===== config.mk =====
export PLATFORM = sky130hd
export DESIGN_NAME = fbfa_merge
export DESIGN_NICKNAME = d
export VERILOG_FILES = /design/src/hdl/fbfa_merge.sv
export SDC_FILE = /design/constraint.sdc
export NUM_CORES = 1
export LEC_CHECK = 0
export ABC_AREA = 1
export BUFFER_PORTS_ARGS = -buffer_cell sky130_fd_sc_hd__buf_2
export CAP_MARGIN = 20
export CORE_MARGIN = 2
export CORE_UTILIZATION = 35
export DETAILED_ROUTE_END_ITERATION = 8
export MAX_ROUTING_LAYER = met4
export PLACE_DENSITY = 0.66
export SLEW_MARGIN = 20
export SYNTH_ARGS = -nofsm -noshare
export SYNTH_HDL_FRONTEND = slang
export SYNTH_SLANG_ARGS = --single-unit

===== constraint.sdc =====
create_clock -name vclk -period 7.7
set_input_delay 0 -clock vclk [all_inputs]
set_output_delay 0 -clock vclk [all_outputs]
set_load 0.1 [all_outputs]

===== src/hdl/fbfa_merge.sv =====
`default_nettype none
// One step of the coalescing pass: folds the next region into the open one
// or closes the open one and starts over with the next.
module fbfa_merge #(
   parameter int AW = 24,
   parameter int LW = 25
) (
   input  wire logic          have_cur,
   input  wire logic [AW-1:0] cur_start,
   input  wire logic [LW-1:0] cur_len,
   input  wire logic [AW-1:0] x_start,
   input  wire logic [LW-1:0] x_len,
   input  wire logic [LW-1:0] limit,
   output logic               emit,
   output logic [AW-1:0]      nxt_start,
   output logic [LW-1:0]      nxt_len
);
   localparam int EW = ((AW > LW) ? AW : LW) + 1;

   logic [EW-1:0] cur_end;
   logic [LW:0]   sum_len;
   logic          joinable;

   assign cur_end = EW'(cur_start) + EW'(cur_len);
   assign sum_len = {1'b0, cur_len} + {1'b0, x_len};
   assign joinable = have_cur && (cur_end == EW'(x_start)) && (sum_len <= {1'b0, limit});

   always_comb begin
      emit = have_cur && !joinable;
      if (joinable) begin
         nxt_start = cur_start;
         nxt_len = sum_len[LW-1:0];
      end else begin
         nxt_start = x_start;
         nxt_len = x_len;
      end
   end
endmodule
`default_nettype wire


==> results.md <==
Floorplanning:
- The die is 121.5 um tall.
- The number of placed I/O pins is 174.
- The area of the die is 14760 um2.
- The floorplan has 42 rows.
- The area of the core region is 13350 um2.
- The die is 121.5 um wide.
- Once the floorplan was initialized, standard cells occupied 36.18% of the core.

Final layout:
- The library cells used most frequently in the layout, excluding fill and tap cells, are 328 x sky130_fd_sc_hd__nand2_1, 174 x sky130_fd_sc_hd__buf_2, 115 x sky130_fd_sc_hd__inv_1.
- In the finished layout, the clock tree contains a buffer count of 0.
- For this run, the post-layout net count is 1264.
- The number of filler instances in the final layout is 1560.
- The synthesis-to-layout area growth is 20.03%.
- The repair_antennas step left the layout with diodes totalling 0.
- The fraction of layout instances using a drive strength above 1 is 18.64%.
- The number of flip-flops and latches is 0.
- The area used by sequential logic in the layout is 0 um2.
- Leaving out fill and tap cells, the most frequent cell in the layout is sky130_fd_sc_hd__nand2_1.

Detailed routing:
- The number of detailed-route iterations in the first pass is 5.
- For this block, the routed nets add up to 17190 um of wire.
- In the routed design, unresolved DRC markers number 0.
- The detailed-route wire length per cell is 13.89 um.
- Dividing the detail-routed via count by the number of cells gives 5.034.
- The vias after detailed routing is 6232.
- In this run, the number of DRC markers left after iteration 0 of detailed routing was 285.
- The number of nets with antenna violations after routing is 0.

Synthesis:
- The share of synthesized area occupied by flip-flops and latches is 0%.
- The synthesized netlist net count is 1105.
- Synthesis produced 905 cells.
- The largest total area in the synthesized netlist belongs to sky130_fd_sc_hd__nand2_1.
- The distinct cell type count after synthesis is 37.
- Summed over its instances, the top area cell type makes up 25.49% of the synthesized netlist area.
- The cell area after synthesis is 4830 um2.
- For this run, the number of Yosys warnings is 0.
- The mean instance size in the synthesized netlist is 5.337 um2.
- Yosys attributes the largest share of cell area to sky130_fd_sc_hd__nand2_1 25%, sky130_fd_sc_hd__ha_1 19%, sky130_fd_sc_hd__inv_1 8.9%, sky130_fd_sc_hd__nand4_1 7.4%, sky130_fd_sc_hd__a21oi_1 6.1%.

Power:
- The clock network burns 0% of the power.
- The worst-case IR drop observed on VDD is 0.00004533 V.
- The completed layout was analyzed and its total power is 575.0 uW.
- The analysis attributes to net switching a power of 399.2 uW.
- Cell internal power was estimated by the tool at 175.9 uW.
- Power spread over the standard cell area amounts to 99.20 nW/um2.
- The switching power as a share of total power is 69.41%.
- The combinational power share is 100.0%.
- The sequential power share is 0%.
- Summed over all cells, the static leakage comes to 3.507 nW.

Worst setup path:
- For this run, the slowest stage of the critical path takes 0.66 ns.
- The worst setup path is captured at an output pin.
- On the critical path, the stage with the largest delay is an instance of sky130_fd_sc_hd__nand2_1.
- The kind of critical path is input pin to output pin.
- By instance count, the cell type seen most on the critical path is sky130_fd_sc_hd__nand2_1.
- The critical path goes through buf_2 > ha_1 > inv_1 > fa_1 > o21ai_0 > nand2_1 > nand2_1 > a21o_1 > xor2_1 > ha_1 > nand2_1 > nor2_1 > nand2_1 > nor4_1 > nand4_1 > nand2_1 > nand3_4 > nand2_1 > nand2_1 > buf_2.
- The data arrival at the endpoint of the critical path is 4.80 ns.
- At the worst endpoint, the required time is 7.70 ns.
- In this run the worst path has a maximum fanout of 50.
- The worst setup path is launched from an input pin.

Timing:
- The worst pin sits at a relative slew slack of 41.50%.
- The number of hold violations in the final report is 0.
- Setup repair after global routing left no endpoint under its margin.
- The total count of max-transition violations in the final report is 0.
- The smallest clock period supported by the final layout is computed as 4.800 ns.
- The actual slew at the worst max-slew pin is 0.8753 ns.
- The maximum clock frequency is 208.3 MHz.
- The setup TNS after final layout is 0 ns.
- The ratio of final minimum period to clock period is 62.34%.
- Setup violations remaining at the end of the flow were counted as 0.

Placed design:
- At the end of routability-driven placement, the weighted congestion stood at 0.9907.
- The placed wire-length estimate is 14900 um.
- During placement, the flow inserted port buffers numbering 174.

Worst hold path:
- The cell depth of the worst hold path is 4.
- For hold timing, the worst endpoint is nxt_len[19].
- The path category of the worst min-delay check is input pin to output pin.
- The worst hold path begins at x_len[19].

Global route:
- The number of global-route vias before repair came to 5813.
- The total overflow reported by the global router is 0.
- The first global-routing pass estimated 27190 um of wire.
- The initial antenna violation count is 0.
- Entering global routing, the biggest net connects 51 pins.
- The global-route usage over all layers is 23.12%.

CTS:
- In this run, post-CTS repair resized a total of 0 instances.
- The number of buffers added for setup after CTS is 0.
- Buffers inserted to repair hold after CTS numbered 0.

Status:
- The run finished with clean final reports.

Job:
- Across the run, the number of max-cap violations was 0.
[cell usage after synthesis, types with 2 or more instances]
cell type                  count
sky130_fd_sc_hd__a21oi_1      59
sky130_fd_sc_hd__clkbuf_1      2
sky130_fd_sc_hd__fa_1          2
sky130_fd_sc_hd__nand2_2       4
sky130_fd_sc_hd__xnor2_1      14
sky130_fd_sc_hd__a31o_2        2
sky130_fd_sc_hd__nor2_1       74
sky130_fd_sc_hd__o21ai_1       2
sky130_fd_sc_hd__xor2_1       22
sky130_fd_sc_hd__inv_2        10
sky130_fd_sc_hd__nand2_1     328
sky130_fd_sc_hd__nand3b_1      7
sky130_fd_sc_hd__buf_2         9
sky130_fd_sc_hd__o21a_1        3
sky130_fd_sc_hd__inv_1       115
sky130_fd_sc_hd__o21bai_1      3
sky130_fd_sc_hd__nor3_1       11
sky130_fd_sc_hd__a21o_1        9
sky130_fd_sc_hd__buf_4         2
sky130_fd_sc_hd__a221oi_1      2
sky130_fd_sc_hd__nand3_1      53
sky130_fd_sc_hd__nand4_1      57
sky130_fd_sc_hd__buf_6         7
sky130_fd_sc_hd__nor2_4        2
sky130_fd_sc_hd__ha_1         74
sky130_fd_sc_hd__o21ai_0      21
[cell type report]
cell class	count	area (um2)	share of cell area [%]
inverters	126	473.0	8.159
repair buffers	177	893.4	15.41
multi-input cells	759	4210	72.63
well taps	176	220.2	3.799
[kinds of logic (layout without fill, tap and decap cells)]
logic type / count (synthesis) / count (layout) / synth area share, %
AND/OR/NAND/NOR: 542 / 542 / 48.50
adder cells (fa/ha/maj): 76 / 76 / 20.00
AO/OA/AOI/OAI: 105 / 105 / 12.15
buffers and inverters: 146 / 303 / 12.82
XOR/XNOR: 36 / 36 / 6.528
[critical path: cells and delay by family]
kind	cells	cell delay (ns)
adder cells (fa/ha/maj)	3	0.73
AO/OA/AOI/OAI	2	0.74
XOR/XNOR	1	0.24
AND/OR/NAND/NOR	11	2.60
buffers and inverters	3	0.45
[per-stage QoR]
step	hold WS (ns)	std cells	setup WS (ns)	cell area (um2)	util (%)
floorplan	0.2424	905	4.127	4830	-
global placement	0.4842	1238	2.935	5797	43.43
detailed placement	0.4835	1238	2.860	5797	43.43
CTS	0.4843	1238	2.846	5797	43.43
global route	0.4990	1238	2.395	5797	43.43
finish	0.4842	1238	2.900	5797	43.43
[power groups by stage]
stage | Combinational, mW | Sequential (mW) | Clock, mW
final | 0.575 | 0 | 0
after global placement | 0.568 | 0 | 0
after global routing | 0.642 | 0 | 0
after detailed placement | 0.570 | 0 | 0
after floorplan | 0.430 | 0 | 0
after CTS | 0.572 | 0 | 0
[worst max path at each step]
stage / start / endpoint / slack [ns] / cells past startpoint
after floorplan: cur_len[0] / nxt_start[10] / 4.13 / 24
after global placement: cur_len[0] / nxt_len[4] / 2.93 / 23
after detailed placement: cur_len[0] / nxt_len[7] / 2.86 / 20
after CTS: cur_len[0] / nxt_len[7] / 2.85 / 20
after global routing: cur_len[0] / nxt_len[8] / 2.40 / 20
final: cur_len[0] / nxt_len[6] / 2.90 / 20
[metal layers]
layer / share of wire [%] / global-route usage [%] / vias up
met5: 0 / - / -
met3: 3.7 / 0.8459 / 34
met2: 47 / 39.92 / 153
met4: 2.1 / 4.885 / 0
met1: 47 / 30.18 / 2754
li1: - / - / 3291
Power figures use the tool's default switching activity.
